`src/rtl/core/esbk_pkg.sv`:
```
// Shared types and constants for the exchange sort block.
package esbk_pkg;

  localparam int unsigned DEPTH_DEFAULT = 16;
  localparam int unsigned KEY_W         = 16;
  localparam int unsigned TAG_W         = 8;

  typedef enum logic [2:0] {
    ST_IDLE,
    ST_RD_I,
    ST_LD_I,
    ST_CMP,
    ST_WR_I,
    ST_EMIT
  } state_e;

  typedef struct packed {
    logic [KEY_W-1:0] key;
    logic [TAG_W-1:0] tag;
  } rec_t;

  // controller -> datapath commands
  typedef struct packed {
    logic wr_en;      // write store
    logic wr_sel_a;   // write data from held record, else from input
    logic ld_a;       // load held record from read data
    logic cmp_en;     // compare held record against read data
    logic emit;       // read data goes out next cycle
    logic emit_last;  // ... and it is the last of the run
  } cmd_t;

endpackage

```
`src/rtl/core/exchange_sort_by_key.sv`:
```
// Top level of the exchange sort: collects records, sorts by key, streams them out.
// Loading: one record per cycle while busy is low; the record marked final starts the run.
// Sort of n records: one key compare per cycle through the store's single read port,
//   then the n sorted records leave, one result per cycle.
// Results leave as a strobe burst the receiver cannot stall; busy falls with the last one.
// Reset (rst_ni low, async) empties the set and selects ascending order.
module exchange_sort_by_key #(
  parameter int unsigned DEPTH = esbk_pkg::DEPTH_DEFAULT,
  localparam int unsigned AW   = $clog2(DEPTH)
) (
  input  logic                        clk_i,
  input  logic                        rst_ni,
  // sort_mode register: 0 ascending, 1 descending
  input  logic                        cfg_we_i,
  input  logic                        cfg_data_i,
  // input records; transfer when start is high and busy is low
  input  logic                        start,
  output logic                        busy,
  input  logic [esbk_pkg::KEY_W-1:0]  record_key_i,
  input  logic [esbk_pkg::TAG_W-1:0]  record_tag_i,
  input  logic                        is_final_i,
  // sorted results; one transfer per cycle with result_valid_o high
  output logic                        result_valid_o,
  output logic [esbk_pkg::KEY_W-1:0]  sorted_key_o,
  output logic [esbk_pkg::TAG_W-1:0]  sorted_tag_o,
  output logic                        end_of_run_o
);

  esbk_pkg::cmd_t cmd;
  logic [AW-1:0]  wr_addr, rd_addr;
  logic           swap;

  // Controller owns the fill count and the i/j/k indices; the store lives in the datapath.
  esbk_ctrl #(.DEPTH(DEPTH)) u_ctrl (
    .clk_i,
    .rst_ni,
    .start,
    .is_final_i,
    .busy,
    .swap_i    (swap),
    .cmd_o     (cmd),
    .wr_addr_o (wr_addr),
    .rd_addr_o (rd_addr)
  );

  // Held record stands for entry i during the inner pass; swaps write it out at j.
  esbk_dpath #(.DEPTH(DEPTH)) u_dpath (
    .clk_i,
    .rst_ni,
    .cfg_we_i,
    .cfg_data_i,
    .record_key_i,
    .record_tag_i,
    .cmd_i          (cmd),
    .wr_addr_i      (wr_addr),
    .rd_addr_i      (rd_addr),
    .swap_o         (swap),
    .sorted_key_o,
    .sorted_tag_o,
    .end_of_run_o,
    .result_valid_o
  );

endmodule

```
`src/rtl/core/esbk_ctrl.sv`:
```
// Sequencer: fill count, pair indices and state machine of the exchange sort.
module esbk_ctrl #(
  parameter int unsigned DEPTH = esbk_pkg::DEPTH_DEFAULT,
  localparam int unsigned AW   = $clog2(DEPTH),
  localparam int unsigned CW   = $clog2(DEPTH + 1)
) (
  input  logic                clk_i,
  input  logic                rst_ni,
  input  logic                start,
  input  logic                is_final_i,
  output logic                busy,
  input  logic                swap_i,
  output esbk_pkg::cmd_t      cmd_o,
  output logic [AW-1:0]       wr_addr_o,
  output logic [AW-1:0]       rd_addr_o
);

  esbk_pkg::state_e state_q, state_d;
  logic [CW-1:0] fill_q, fill_d;
  logic [AW-1:0] i_q, i_d, j_q, j_d, k_q, k_d;
  logic          accept;
  logic          has_room;
  logic [CW-1:0] fill_inc;
  logic          j_last, i_last, k_last;

  assign accept   = start && (state_q == esbk_pkg::ST_IDLE);
  assign has_room = fill_q < CW'(DEPTH);
  assign fill_inc = has_room ? fill_q + CW'(1) : fill_q;
  assign j_last   = CW'(j_q) == fill_q - CW'(1);
  assign i_last   = (CW'(i_q) + CW'(2)) >= fill_q;
  assign k_last   = CW'(k_q) == fill_q - CW'(1);

  // next state and counters
  always_comb begin
    state_d = state_q;
    fill_d  = fill_q;
    i_d     = i_q;
    j_d     = j_q;
    k_d     = k_q;
    case (state_q)
      esbk_pkg::ST_IDLE: begin
        if (accept) begin
          fill_d = fill_inc;
          if (is_final_i) begin
            i_d = '0;
            k_d = '0;
            state_d = (fill_inc >= CW'(2)) ? esbk_pkg::ST_RD_I : esbk_pkg::ST_EMIT;
          end
        end
      end
      esbk_pkg::ST_RD_I: state_d = esbk_pkg::ST_LD_I;
      esbk_pkg::ST_LD_I: begin
        j_d     = i_q + AW'(1);
        state_d = esbk_pkg::ST_CMP;
      end
      esbk_pkg::ST_CMP: begin
        if (j_last) state_d = esbk_pkg::ST_WR_I;
        else        j_d = j_q + AW'(1);
      end
      esbk_pkg::ST_WR_I: begin
        if (i_last) begin
          k_d     = '0;
          state_d = esbk_pkg::ST_EMIT;
        end else begin
          i_d     = i_q + AW'(1);
          state_d = esbk_pkg::ST_RD_I;
        end
      end
      esbk_pkg::ST_EMIT: begin
        if (k_last) begin
          fill_d  = '0;
          state_d = esbk_pkg::ST_IDLE;
        end else begin
          k_d = k_q + AW'(1);
        end
      end
      default: state_d = esbk_pkg::ST_IDLE;
    endcase
  end

  // commands
  always_comb begin
    cmd_o     = '0;
    wr_addr_o = fill_q[AW-1:0];
    rd_addr_o = i_q;
    case (state_q)
      esbk_pkg::ST_IDLE: begin
        cmd_o.wr_en = accept && has_room;
      end
      esbk_pkg::ST_RD_I: rd_addr_o = i_q;
      esbk_pkg::ST_LD_I: begin
        cmd_o.ld_a = 1'b1;
        rd_addr_o  = i_q + AW'(1);
      end
      esbk_pkg::ST_CMP: begin
        cmd_o.cmp_en   = 1'b1;
        cmd_o.wr_en    = swap_i;
        cmd_o.wr_sel_a = 1'b1;
        wr_addr_o      = j_q;
        rd_addr_o      = j_q + AW'(1);
      end
      esbk_pkg::ST_WR_I: begin
        cmd_o.wr_en    = 1'b1;
        cmd_o.wr_sel_a = 1'b1;
        wr_addr_o      = i_q;
      end
      esbk_pkg::ST_EMIT: begin
        cmd_o.emit      = 1'b1;
        cmd_o.emit_last = k_last;
        rd_addr_o       = k_q;
      end
      default: cmd_o = '0;
    endcase
  end

  assign busy = state_q != esbk_pkg::ST_IDLE;

  always_ff @(posedge clk_i or negedge rst_ni) begin
    if (!rst_ni) begin
      state_q <= esbk_pkg::ST_IDLE;
      fill_q  <= '0;
      i_q     <= '0;
      j_q     <= '0;
      k_q     <= '0;
    end else begin
      state_q <= state_d;
      fill_q  <= fill_d;
      i_q     <= i_d;
      j_q     <= j_d;
      k_q     <= k_d;
    end
  end

endmodule

```
`src/rtl/core/esbk_dpath.sv`:
```
// Datapath: record store, held record, key compare and result registers.
module esbk_dpath #(
  parameter int unsigned DEPTH = esbk_pkg::DEPTH_DEFAULT,
  localparam int unsigned AW   = $clog2(DEPTH)
) (
  input  logic                        clk_i,
  input  logic                        rst_ni,
  input  logic                        cfg_we_i,
  input  logic                        cfg_data_i,
  input  logic [esbk_pkg::KEY_W-1:0]  record_key_i,
  input  logic [esbk_pkg::TAG_W-1:0]  record_tag_i,
  input  esbk_pkg::cmd_t              cmd_i,
  input  logic [AW-1:0]               wr_addr_i,
  input  logic [AW-1:0]               rd_addr_i,
  output logic                        swap_o,
  output logic [esbk_pkg::KEY_W-1:0]  sorted_key_o,
  output logic [esbk_pkg::TAG_W-1:0]  sorted_tag_o,
  output logic                        end_of_run_o,
  output logic                        result_valid_o
);

  esbk_pkg::rec_t mem [DEPTH];
  esbk_pkg::rec_t rd_q;
  esbk_pkg::rec_t a_q, a_d;
  esbk_pkg::rec_t wr_data;
  logic           mode_q;
  logic           valid_q, last_q;
  logic           a_first;

  // held record a comes strictly before the read record
  assign a_first = mode_q ? (a_q.key > rd_q.key) : (a_q.key < rd_q.key);
  assign swap_o  = !a_first;

  assign wr_data = cmd_i.wr_sel_a ? a_q : esbk_pkg::rec_t'{key: record_key_i, tag: record_tag_i};
  assign a_d     = (cmd_i.ld_a || (cmd_i.cmp_en && swap_o)) ? rd_q : a_q;

  always_ff @(posedge clk_i) begin
    if (cmd_i.wr_en) mem[wr_addr_i] <= wr_data;
    rd_q <= mem[rd_addr_i];
    a_q  <= a_d;
  end

  always_ff @(posedge clk_i or negedge rst_ni) begin
    if (!rst_ni) begin
      mode_q  <= 1'b0;
      valid_q <= 1'b0;
      last_q  <= 1'b0;
    end else begin
      if (cfg_we_i) mode_q <= cfg_data_i;
      valid_q <= cmd_i.emit;
      last_q  <= cmd_i.emit_last;
    end
  end

  assign sorted_key_o   = rd_q.key;
  assign sorted_tag_o   = rd_q.tag;
  assign end_of_run_o   = last_q;
  assign result_valid_o = valid_q;

endmodule

```
`config.mk`:
```
export PLATFORM = sky130hd
export DESIGN_NAME = exchange_sort_by_key
export DESIGN_NICKNAME = d
export VERILOG_FILES = /design/src/rtl/core/esbk_pkg.sv /design/src/rtl/core/exchange_sort_by_key.sv /design/src/rtl/core/esbk_ctrl.sv /design/src/rtl/core/esbk_dpath.sv
export SDC_FILE = /design/constraint.sdc
export NUM_CORES = 1
export LEC_CHECK = 0
export BUFFER_PORTS_ARGS = -buffer_cell sky130_fd_sc_hd__buf_4
export CAP_MARGIN = 20
export CORE_MARGIN = 4
export CORE_UTILIZATION = 50
export CTS_CLUSTER_DIAMETER = 40
export DETAILED_ROUTE_END_ITERATION = 8
export GPL_TIMING_DRIVEN = 0
export PLACE_DENSITY = 0.66
export SYNTH_ARGS = -nofsm -noshare
export SYNTH_HDL_FRONTEND = slang
export SYNTH_SLANG_ARGS = --single-unit
```
`constraint.sdc`:
```
create_clock -name clk_i -period 4.81 [get_ports clk_i]
set_input_delay 0.481 -clock clk_i [delete_from_list [all_inputs] [get_ports clk_i]]
set_output_delay 0.481 -clock clk_i [all_outputs]
set_load 0.005 [all_outputs]
```
---- After elaboration in Yosys (flattened, before gate mapping) ----
Memory sizes are Yosys's and may differ from the RTL's. A register that Yosys moved wholly into a read port is not among the register bits.
Cells that the tools add are included.
storage, ports and cells
  bits in registers ....................... 47
  bits in writable memories ............... 384
  input port bits ......................... 30
  output and inout port bits .............. 27
  word-level logic and storage cells ...... 85
  memories ................................ 1
memories
  memory       depth  bits a word  read ports  clocked after memory_dff  wr ports  line              source
  u_dpath.mem  16     24           1           1                         1         esbk_dpath.sv:22  esbk_pkg::rec_t mem [DEPTH];
operators by class
  add/sub/neg operators ................... 6
  $lt $le $gt $ge ......................... 5
  eq/ne operators ......................... 15
  muxes and demuxes ....................... 31
  reduce and logical (&&, ||, !) cells .... 17
operator list
  kind                                                                   number
  24-bit two-way mux                                                     1
  4-bit two-way mux                                                      6
  4-bit one-hot mux with 2 select lines                                  3
  4-bit one-hot mux with 3 select lines                                  2
  3-bit two-way mux                                                      6
  3-bit one-hot mux with 6 select lines                                  1
  16-bit > comparator                                                    1
  16-bit less-than comparator                                            1
  5-bit two-way mux                                                      3
  4-bit by 1-bit adder with 4-bit output, second input constant          3
  4-bit by 5-bit == test with 1-bit output                               2
  5-bit one-hot mux with 2 select lines                                  1
  2-bit by 1-bit != test with 1-bit output, second input constant        4
  2-bit != test, second input constant                                   4
  4-bit AND reduction                                                    2
  3-bit by 2-bit == test with 1-bit output, second input constant        2
  3-bit == test, second input constant                                   2
  1-bit two-way mux                                                      6
  2-bit nonzero test                                                     3
  3-bit nonzero test                                                     2
  4-bit by 2-bit adder with 5-bit output, second input constant          1
  5-bit by 1-bit adder with 5-bit output, second input constant          1
  5-bit by 2-bit >= comparator with 1-bit output, second input constant  1
  5-bit >= comparator                                                    1
  13 further kinds                                                       15

---- Depth between registers and ports, before layout ----
Gate-level depths: netlist (run 1).
  word-level depth ........................ 7
  mapped depth ............................ 10
  gate-level depth less buffers ........... 8

---- By module ----
From an unflattened synthesis (run 1), not the netlist that was laid out.
unflattened totals
  cells, all modules ...................... 932
  area, all modules ....................... 18446.4 um^2
by module, submodules not included
  module      times used  cells each  area each (um^2)  seq. area each (um^2)
  esbk_dpath  1           689         16509.6           12807.3
  esbk_ctrl   1           243         1936.9            500.5

---- Worst setup path after synthesis (run 1) ----
OpenSTA, ideal clock, no wires.
  path type ............................... reg2reg
  from .................................... reg, netlist name u_dpath.sorted_key_o[1]
  to ...................................... reg u_dpath.a_q[0] (netlist bit), enable pin
  library setup time ...................... 450 ps
  data arrival time ....................... 3528 ps
  required time ........................... 4360 ps
  setup slack ............................. 833 ps
  stages on the path, launching flop included .. 9
  buffers on the path ..................... 0
  period minus slack after synthesis ...... 3977 ps
  cells stage by stage .................... dfxtp_1 inv_1 ha_1 nor2b_1 o21a_1 o21a_1 o21ai_0 a21oi_1 a311oi_1
between the ends
  longest elaborated chain between the ends .. 5
  elaborated cells between the ends (all ways) .. 6
  those cells by class .................... 2 x order compare; 1 x mux; 3 x reduce/logical
ends and longest elaborated chain
  element                                                                    line              source
  16-bit less-than comparator / 16-bit > comparator (equally long branches)  esbk_dpath.sv:31  assign a_first = mode_q ? (a_q.key > rd_q.key) : (a_q.key < rd_q.key);
  1-bit two-way mux (*)                                                      esbk_dpath.sv:31
  1-bit logical NOT (*)                                                      esbk_dpath.sv:32  assign swap_o = !a_first;
  1-bit logical AND (*)                                                      esbk_dpath.sv:35  assign a_d = (cmd_i.ld_a || (cmd_i.cmp_en && swap_o)) ? rd_q : a_q;
  1-bit logical OR (*)                                                       esbk_dpath.sv:35
  end signal, assigned                                                       esbk_dpath.sv:40  a_q <= a_d;
  end, declared                                                              esbk_dpath.sv:24  esbk_pkg::rec_t a_q, a_d;
Every way passes the cells marked *; elsewhere a longest branch is shown, timed or not.
A chain may end at the register's enable or synchronous reset.

---- Final worst setup path (run 1) ----
  from .................................... reg, netlist name u_dpath.sorted_key_o[15]
  to ...................................... mem u_dpath.mem[9][23] (netlist bit), enable pin
between the ends
  longest elaborated chain between the ends .. 6
  elaborated cells between the ends (all ways) .. 7
  those cells by class .................... 2 x order compare; 4 x mux; 1 x reduce/logical
ends and longest elaborated chain
  element                                                                    line              source
  16-bit less-than comparator / 16-bit > comparator (equally long branches)  esbk_dpath.sv:31
  1-bit two-way mux (*)                                                      esbk_dpath.sv:31
  1-bit logical NOT (*)                                                      esbk_dpath.sv:32
  1-bit one-hot mux with 3 select lines (*)                                  esbk_ctrl.sv:86   case (state_q)
  1-bit two-way mux (*)                                                      esbk_dpath.sv:38  if (cmd_i.wr_en) mem[wr_addr_i] <= wr_data;
  1-bit two-way mux (implied by the code) (*)                                esbk_dpath.sv:38
  end, declared                                                              esbk_dpath.sv:22
Marked as above.

==> impl_table.tex, run 1 <==
\begin{tabular}{lr}
\hline
Metric & Value \\
\hline
\multicolumn{2}{l}{\textbf{Synth}} \\
Primary FF master, synth & sky130\_fd\_sc\_hd\_\_edfxtp\_1 \\
Number of warning messages in the yosys log & 0 \\
Mean cell area of the mapped netlist & 15.2 um\^{}2 \\
Mapped cell area & 0.0191 mm\^{}2 \\
Main combinational cell family by area after synthesis & compound AO/OA/AOI/OAI gates \\
Post-synth top area cell & sky130\_fd\_sc\_hd\_\_edfxtp\_1 \\
Fraction of post-synthesis cell area in the top cell type by area & 0.642 \\
Leading post-synthesis cells by instance count & sky130\_fd\_sc\_hd\_\_edfxtp\_1 (408), sky130\_fd\_sc\_hd\_\_nand3\_1 (128), sky130\_fd\_sc\_hd\_\_nand2\_1 (109) \\
Adder and majority cell fraction of the synthesized area & 0.0177 \\
Number of synthesized flops with an enable pin & 408 \\
Number of synthesized register bits & 455 \\
Number of unique standard cell types used by synthesis & 73 \\
Xor and xnor area share after synthesis & 0.00832 \\
Top post-synthesis cells by area & sky130\_fd\_sc\_hd\_\_edfxtp\_1 (64\%), sky130\_fd\_sc\_hd\_\_mux4\_2 (5.7\%), sky130\_fd\_sc\_hd\_\_nand3\_1 (3.4\%), sky130\_fd\_sc\_hd\_\_dfrtp\_1 (3.0\%), sky130\_fd\_sc\_hd\_\_dfxtp\_1 (2.5\%) \\
Post-synthesis async set-or-reset flop share & 0.0505 \\
Mapped Cells & 1257 \\
Proportion of synthesized area in mux cells & 0.0756 \\
Dominant cell by count in the synthesized netlist & sky130\_fd\_sc\_hd\_\_edfxtp\_1 \\
Share of the synthesized area in compound gates (AO/OA/AOI/OAI) & 0.0885 \\
Syn\_nets & 1314 \\
Simple-Gate Fraction of Synth Area & 0.0838 \\
Proportion of synthesized chip area in sequential cells & 0.697 \\
\multicolumn{2}{l}{\textbf{Floorplan}} \\
Site Rows & 71 \\
DIE AREA & 0.0414 mm\^{}2 \\
Floorplan core area & 0.0377 mm\^{}2 \\
Vertical extent of the die & 203 um \\
Num ports & 57 \\
Die X-Extent & 203 um \\
Initial standard-cell utilization of the core & 0.507 \\
\multicolumn{2}{l}{\textbf{CTS}} \\
Total clock buffers created by CTS & 56 \\
Post-cts gate resize count & 0 \\
Level count of the clock H-tree & 2 \\
Clock transition at path regs & 0.06 ns \\
Number of buffers between clock root and the deepest sink & 3 \\
Buffers inserted during post-CTS setup optimization & 0 \\
TritonCTS clock tree & built \\
Number of sinks handled by clock tree synthesis & 455 \\
Worst skew pair latency & 0.62 ns \\
Clock Root Buffer & sky130\_fd\_sc\_hd\_\_clkbuf\_16 \\
\multicolumn{2}{l}{\textbf{Worst setup path}} \\
CP endpoint kind & flip-flop \\
Worst Path Required & 5.03 ns \\
Arrival @ worst endpoint & 4.39 ns \\
Element type at the critical path start & flip-flop \\
Worst setup path class & flip-flop to flip-flop \\
Maximum fanout encountered on the critical timing path & 24 \\
\multicolumn{2}{l}{\textbf{Timing}} \\
Number of endpoints failing setup at the final stage & 0 \\
Unrepaired setup endpoints after global routing & false \\
Worst slew slack as a fraction of its limit & 0.357 \\
Final number of max-transition violations & 0 \\
Clock skew after layout & 0.0310 ns \\
Hold slack final & 0.0793 ns \\
Slew @ Worst Pin & 0.963 ns \\
Final hold vios & 0 \\
Highest clock frequency the design can meet & 240 MHz \\
Post-layout min period & 4.17 ns \\
Share of the clock period used by the worst path after layout & 0.867 \\
\multicolumn{2}{l}{\textbf{GRT}} \\
Pin count of the biggest net entering global routing & 25 \\
Global-route usage over all layers & 0.238 \\
Overflow left after global routing & 0 \\
Antenna violations before repair & 0 \\
Vias in the first global route & 12.1k \\
Global-route wire length before repair & 74400 um \\
\multicolumn{2}{l}{\textbf{Worst hold path}} \\
Path class of the lowest-slack min-delay path & input port to flip-flop \\
\multicolumn{2}{l}{\textbf{Routing}} \\
Average routed wire per standard cell & 25.1 um \\
Post-route DRC & 0 \\
Wirelength, routed & 49100 um \\
DRT Pass-1 Iters & 6 \\
Violation count after the first detailed-route iteration & 1319 \\
Via count & 12.0k \\
Via-per-instance ratio & 6.13 \\
Antenna violation net count after detailed routing & 0 \\
\multicolumn{2}{l}{\textbf{Cells and area}} \\
Number of nets at the end of the flow & 1450 \\
Final design instance area without fill & 0.0227 mm\^{}2 \\
Total inserted antenna cells & 0 \\
End-of-flow core utilization & 0.604 \\
Fraction of layout instances using a drive strength above 1 & 0.224 \\
Layout overhead on the synthesized area & 19.2\% \\
\# fillers & 2881 \\
\multicolumn{2}{l}{\textbf{Placement}} \\
DP Wirelength & 33400 um \\
Port-buffer cells & 56 \\
Placer's final routability congestion estimate & 0.883 \\
Post-DP Area & 0.0207 mm\^{}2 \\
\multicolumn{2}{l}{\textbf{Outcome}} \\
Status & completed \\
\multicolumn{2}{l}{\textbf{Run}} \\
Max cap viols & 0 \\
\hline
\end{tabular}
==> routing by layer <==
layer / vias to the layer above / share of wire / global-route usage
li1: 5267 / - / -
met1: 6030 / 0.41 / 0.340
met2: 572 / 0.47 / 0.376
met3: 90 / 0.087 / 0.0483
met4: 0 / 0.029 / 0.0730
met5: - / 0 / 0
==> what timing repair did <==
action	4_1_cts	5_1_grt
setup endpoints to repair	0	0
hold buffers	1	0
endpoints found under the hold margin	23	0
==> critical path, cell delays in order (launching register included) <==
cell and delay, ns:
sky130_fd_sc_hd__dfxtp_1 0.38, sky130_fd_sc_hd__inv_1 0.06, sky130_fd_sc_hd__ha_1 0.30, sky130_fd_sc_hd__nand4_1 0.39, sky130_fd_sc_hd__nor4_1 0.72, sky130_fd_sc_hd__o21ai_0 0.32, sky130_fd_sc_hd__a211oi_1 0.35, sky130_fd_sc_hd__o21ai_0 0.25
sky130_fd_sc_hd__clkbuf_4 0.26, sky130_fd_sc_hd__a21oi_4 0.76
==> kinds of logic (layout without fill, tap and decap cells) <==
kind of cell	count (synthesis)	count (layout)
flops	455	455
compound gates	241	241
mux	81	81
xor+xnor	15	15
simple gates	328	328
buf+inv	110	294
fa+ha+maj	27	27
==> through the flow <==
stage | worst slack, ns | std cells | TNS, ns
floorplan | 0.833 | 1257 | 0
global placement | -1.85 | 1824 | -212.95
detailed placement | 0.468 | 1841 | 0
CTS | 0.452 | 1948 | 0
global route | 0.406 | 1952 | 0
finish | 0.640 | 1952 | 0
==> sequential cells by signal, summed over array words and instances, names as in the netlist <==
name                    flops
u_ctrl.fill_q               5
u_ctrl.i_q                  4
u_ctrl.j_q                  4
u_ctrl.k_q                  4
u_ctrl.state_q              3
u_dpath.a_q                24
u_dpath.end_of_run_o        1
u_dpath.mem               384
u_dpath.mode_q              1
u_dpath.result_valid_o      1
u_dpath.sorted_key_o       16
u_dpath.sorted_tag_o        8
==> cells in the final DEF, fill, tap and decap left out, types with 26 or more instances in the layout <==
cell                        synthesis  routed
sky130_fd_sc_hd__edfxtp_1         408     408
sky130_fd_sc_hd__buf_2             24      26
sky130_fd_sc_hd__o21ai_0           75      74
sky130_fd_sc_hd__clkbuf_1          37      43
sky130_fd_sc_hd__mux4_2            48      48
sky130_fd_sc_hd__ha_1              27      27
sky130_fd_sc_hd__a211oi_1          31      31
sky130_fd_sc_hd__inv_1             30      30
sky130_fd_sc_hd__mux2_2            26      26
sky130_fd_sc_hd__nand3_1          128     128
sky130_fd_sc_hd__clkbuf_16          0      57
sky130_fd_sc_hd__buf_4              4      60
sky130_fd_sc_hd__nand2_1          109     109
sky130_fd_sc_hd__and3_1            26      26
==> layout make-up <==
type | instances | area (um^2) | area share
tap | 511 | 639 | 0.0281
timing repair buffer | 78 | 841 | 0.0370
clock inverter | 42 | 517 | 0.0227
sequential | 455 | 13300 | 0.585
buffer | 78 | 432 | 0.0190
multi-input combinational | 692 | 5430 | 0.239
inverter | 32 | 120 | 0.00528
clock buffer | 64 | 1460 | 0.0643
==> final timing paths <==
path / startpoint / end / slack [ns] / cells past startpoint
worst max-delay path: u_dpath.sorted_key_o[15]$_DFF_P_ / u_dpath.mem[9][23]$_DFFE_PP_ / 0.64 / 9
worst min-delay path: cfg_we_i / u_dpath.mode_q$_DFFE_PN0P_ / 0.08 / 2
worst max register to register: u_dpath.sorted_key_o[15]$_DFF_P_ / u_dpath.mem[9][23]$_DFFE_PP_ / 0.64 / 9
worst min register to register: u_dpath.sorted_tag_o[7]$_DFF_P_ / u_dpath.a_q[7]$_DFFE_PP_ / 0.44 / 0
max in group asynchronous: rst_ni / u_ctrl.j_q[1]$_DFFE_PN0P_ / 4.24 / 2
min in group asynchronous: rst_ni / u_ctrl.k_q[1]$_DFFE_PN0P_ / 0.32 / 2
Power of run 1 is not shown: default switching activity piles up to over one toggle a cycle in this logic, so the estimate is an artifact.
==> inputs of run 2 (changes only) <==
--- a/config.mk
+++ b/config.mk
@@ -12,7 +12,8 @@
 export CTS_CLUSTER_DIAMETER = 40
 export DETAILED_ROUTE_END_ITERATION = 8
 export GPL_TIMING_DRIVEN = 0
-export PLACE_DENSITY = 0.66
+export PLACE_DENSITY = 0.69
+export RECOVER_POWER = 100
 export SYNTH_ARGS = -nofsm -noshare
 export SYNTH_HDL_FRONTEND = slang
 export SYNTH_SLANG_ARGS = --single-unit
==> constraint.sdc (replaced) <==
create_clock -name clk_i -period 3.3 [get_ports clk_i]
set_input_delay 0.33 -clock clk_i [delete_from_list [all_inputs] [get_ports clk_i]]
set_output_delay 0.33 -clock clk_i [all_outputs]
set_load 0.005 [all_outputs]
==> impl_table.tex, run 2 (synthesis gave the netlist of run 1 again) <==
\begin{tabular}{lr}
\hline
Metric & Value \\
\hline
\multicolumn{2}{l}{\textbf{Cells and area}} \\
Biggest register & u\_dpath.mem \\
Total inserted antenna cells & 0 (unchanged) \\
Fraction of layout instances using a drive strength above 1 & 0.236 (+0.0121) \\
Flip-flop count of the largest register, all copies and words added & 384 (unchanged) \\
Commonest non-fill, non-tap cells in the layout & sky130\_fd\_sc\_hd\_\_edfxtp\_1 (408), sky130\_fd\_sc\_hd\_\_nand3\_1 (126), sky130\_fd\_sc\_hd\_\_nand2\_1 (106) \\
Number of nets at the end of the flow & 1479 (+2.0\%) \\
Most frequent standard cell in the layout excluding fill and tap cells & sky130\_fd\_sc\_hd\_\_edfxtp\_1 \\
End-of-flow core utilization & 0.613 (+0.00917) \\
Layout overhead on the synthesized area & 21.0\% \\
\multicolumn{2}{l}{\textbf{Routing}} \\
Via count & 12.3k (+2.5\%) \\
Via-per-instance ratio & 6.19 (+1.1\%) \\
Antenna violation net count after detailed routing & 0 (unchanged) \\
Average routed wire per standard cell & 25.7 um (+2.3\%) \\
Violation count after the first detailed-route iteration & 1472 (+12\%) \\
Post-route DRC & 0 (unchanged) \\
DRT Pass-1 Iters & 5 (-1) \\
Wirelength, routed & 50900 um (+3.8\%) \\
\multicolumn{2}{l}{\textbf{Worst setup path}} \\
Number of cells traversed by the worst register-to-register path & 6 (-3) \\
R2R setup slack & -0.07 ns (-0.71 ns) \\
Element type at the critical path start & flip-flop \\
Worst setup path class & flip-flop to flip-flop \\
Worst Path Required & 3.57 ns (-1.46 ns) \\
Arrival @ worst endpoint & 3.64 ns (-0.75 ns) \\
Maximum fanout encountered on the critical timing path & 16 (-33\%) \\
CP endpoint kind & flip-flop \\
\multicolumn{2}{l}{\textbf{Worst hold path}} \\
Hold path cells & 3 (+1) \\
Path class of the lowest-slack min-delay path & input port to flip-flop \\
\multicolumn{2}{l}{\textbf{GRT}} \\
Antenna violations before repair & 0 (unchanged) \\
Vias in the first global route & 12.4k (+3.0\%) \\
Global-route usage over all layers & 0.246 (+0.00750) \\
Pin count of the biggest net entering global routing & 25 (unchanged) \\
Global-route wire length before repair & 76900 um (+3.3\%) \\
Overflow left after global routing & 0 (unchanged) \\
\multicolumn{2}{l}{\textbf{Floorplan}} \\
DIE AREA & 0.0414 mm\^{}2 (unchanged) \\
Initial standard-cell utilization of the core & 0.507 (unchanged) \\
Floorplan core area & 0.0377 mm\^{}2 (unchanged) \\
Site Rows & 71 (unchanged) \\
Num ports & 57 (unchanged) \\
Vertical extent of the die & 203 um (unchanged) \\
Die X-Extent & 203 um (unchanged) \\
\multicolumn{2}{l}{\textbf{Timing}} \\
Post-layout min period & 3.37 ns (-0.803 ns) \\
Slew @ Worst Pin & 1.33 ns (+0.364 ns) \\
Highest clock frequency the design can meet & 297 MHz (+24\%) \\
Final number of max-transition violations & 0 (unchanged) \\
Share of the clock period used by the worst path after layout & 1.02 (+0.153) \\
Unrepaired setup endpoints after global routing & true \\
Worst slew slack as a fraction of its limit & 0.115 (-0.241) \\
Final worst slack & -0.0672 ns (-0.707 ns) \\
Number of endpoints failing setup at the final stage & 112 (+112) \\
Final hold vios & 0 (unchanged) \\
Clock skew after layout & 0.0288 ns (-0.00222 ns) \\
\multicolumn{2}{l}{\textbf{CTS}} \\
Number of buffers between clock root and the deepest sink & 3 (unchanged) \\
Number of sinks handled by clock tree synthesis & 455 (unchanged) \\
Worst skew pair latency & 0.60 ns (-0.02 ns) \\
TritonCTS clock tree & built \\
Clock transition at path regs & 0.05 ns (about the same) \\
Total clock buffers created by CTS & 56 (unchanged) \\
Clock Root Buffer & sky130\_fd\_sc\_hd\_\_clkbuf\_16 \\
Level count of the clock H-tree & 2 (unchanged) \\
\multicolumn{2}{l}{\textbf{Outcome}} \\
Failing checks & setup timing \\
Status & finished, violations left \\
\multicolumn{2}{l}{\textbf{Placement}} \\
DP Wirelength & 31800 um (-4.9\%) \\
Placer's final routability congestion estimate & 0.882 (-0.15\%) \\
Port-buffer cells & 56 (unchanged) \\
Pre-CTS setup slack & -1.17 ns (-1.64 ns) \\
\multicolumn{2}{l}{\textbf{Run}} \\
Max cap viols & 0 (unchanged) \\
\hline
\end{tabular}
-- run 2: critical path: stages, from the launching register on --
cell and delay, ns:
sky130_fd_sc_hd__dfrtp_1 0.35, sky130_fd_sc_hd__buf_2 0.18, sky130_fd_sc_hd__buf_2 0.20, sky130_fd_sc_hd__buf_2 0.20
sky130_fd_sc_hd__a21oi_1 0.96, sky130_fd_sc_hd__buf_2 0.60, sky130_fd_sc_hd__mux2_2 0.55
-- run 2: what timing repair did --
item	4_1_cts	5_1_grt
pin swaps	19	4
setup buffers	22	7
hold endpoints to repair	24	0
endpoints found under the setup margin	408	392
gates cloned	3	0
resized for setup	12	14
hold buffers	3	0
-- run 2: layer usage --
metal,track usage,vias to the layer above,part of all wire
met3,0.0439,116,0.10
met4,0.103,0,0.038
met5,0,-,0
met2,0.390,701,0.47
li1,-,5325,-
met1,0.340,6116,0.38
-- run 2: per-stage QoR --
stage	area [um^2]	std cells	setup TNS, ns	hold WS, ns
finish	23100	1980	-3.09	0.171
global route	23100	1980	-8.28	0.171
CTS	23000	1973	-6.03	0.149
detailed placement	20700	1840	-378.40	0.251
global placement	20200	1824	-945.91	0.249
floorplan	19100	1257	-20.17	0.0344
-- run 2: final timing paths --
kind | from | endpoint
setup / recovery | u_ctrl.state_q[2]$_DFFE_PN0P_ | u_dpath.mem[15][21]$_DFFE_PP_
hold / removal | start | u_ctrl.fill_q[3]$_DFFE_PN0P_
setup reg to reg | u_ctrl.state_q[2]$_DFFE_PN0P_ | u_dpath.mem[15][21]$_DFFE_PP_
hold reg to reg | u_dpath.sorted_tag_o[4]$_DFF_P_ | u_dpath.a_q[4]$_DFFE_PP_
max in group asynchronous | rst_ni | u_ctrl.state_q[2]$_DFFE_PN0P_
min in group asynchronous | rst_ni | u_ctrl.j_q[0]$_DFFE_PN0P_
-- run 2: final cells by class --
type                            instances  area (um^2)
Fill cell                            2781        14600
Sequential cell                       455        13300
Multi-Input combinational cell        695         5530
Clock buffer                           76         1570
Timing Repair Buffer                  104         1140
Tap cell                              511          639
Buffer                                 78          430
Clock inverter                         29          355
Inverter                               32          120
Power of run 2 is left out for the same reason.
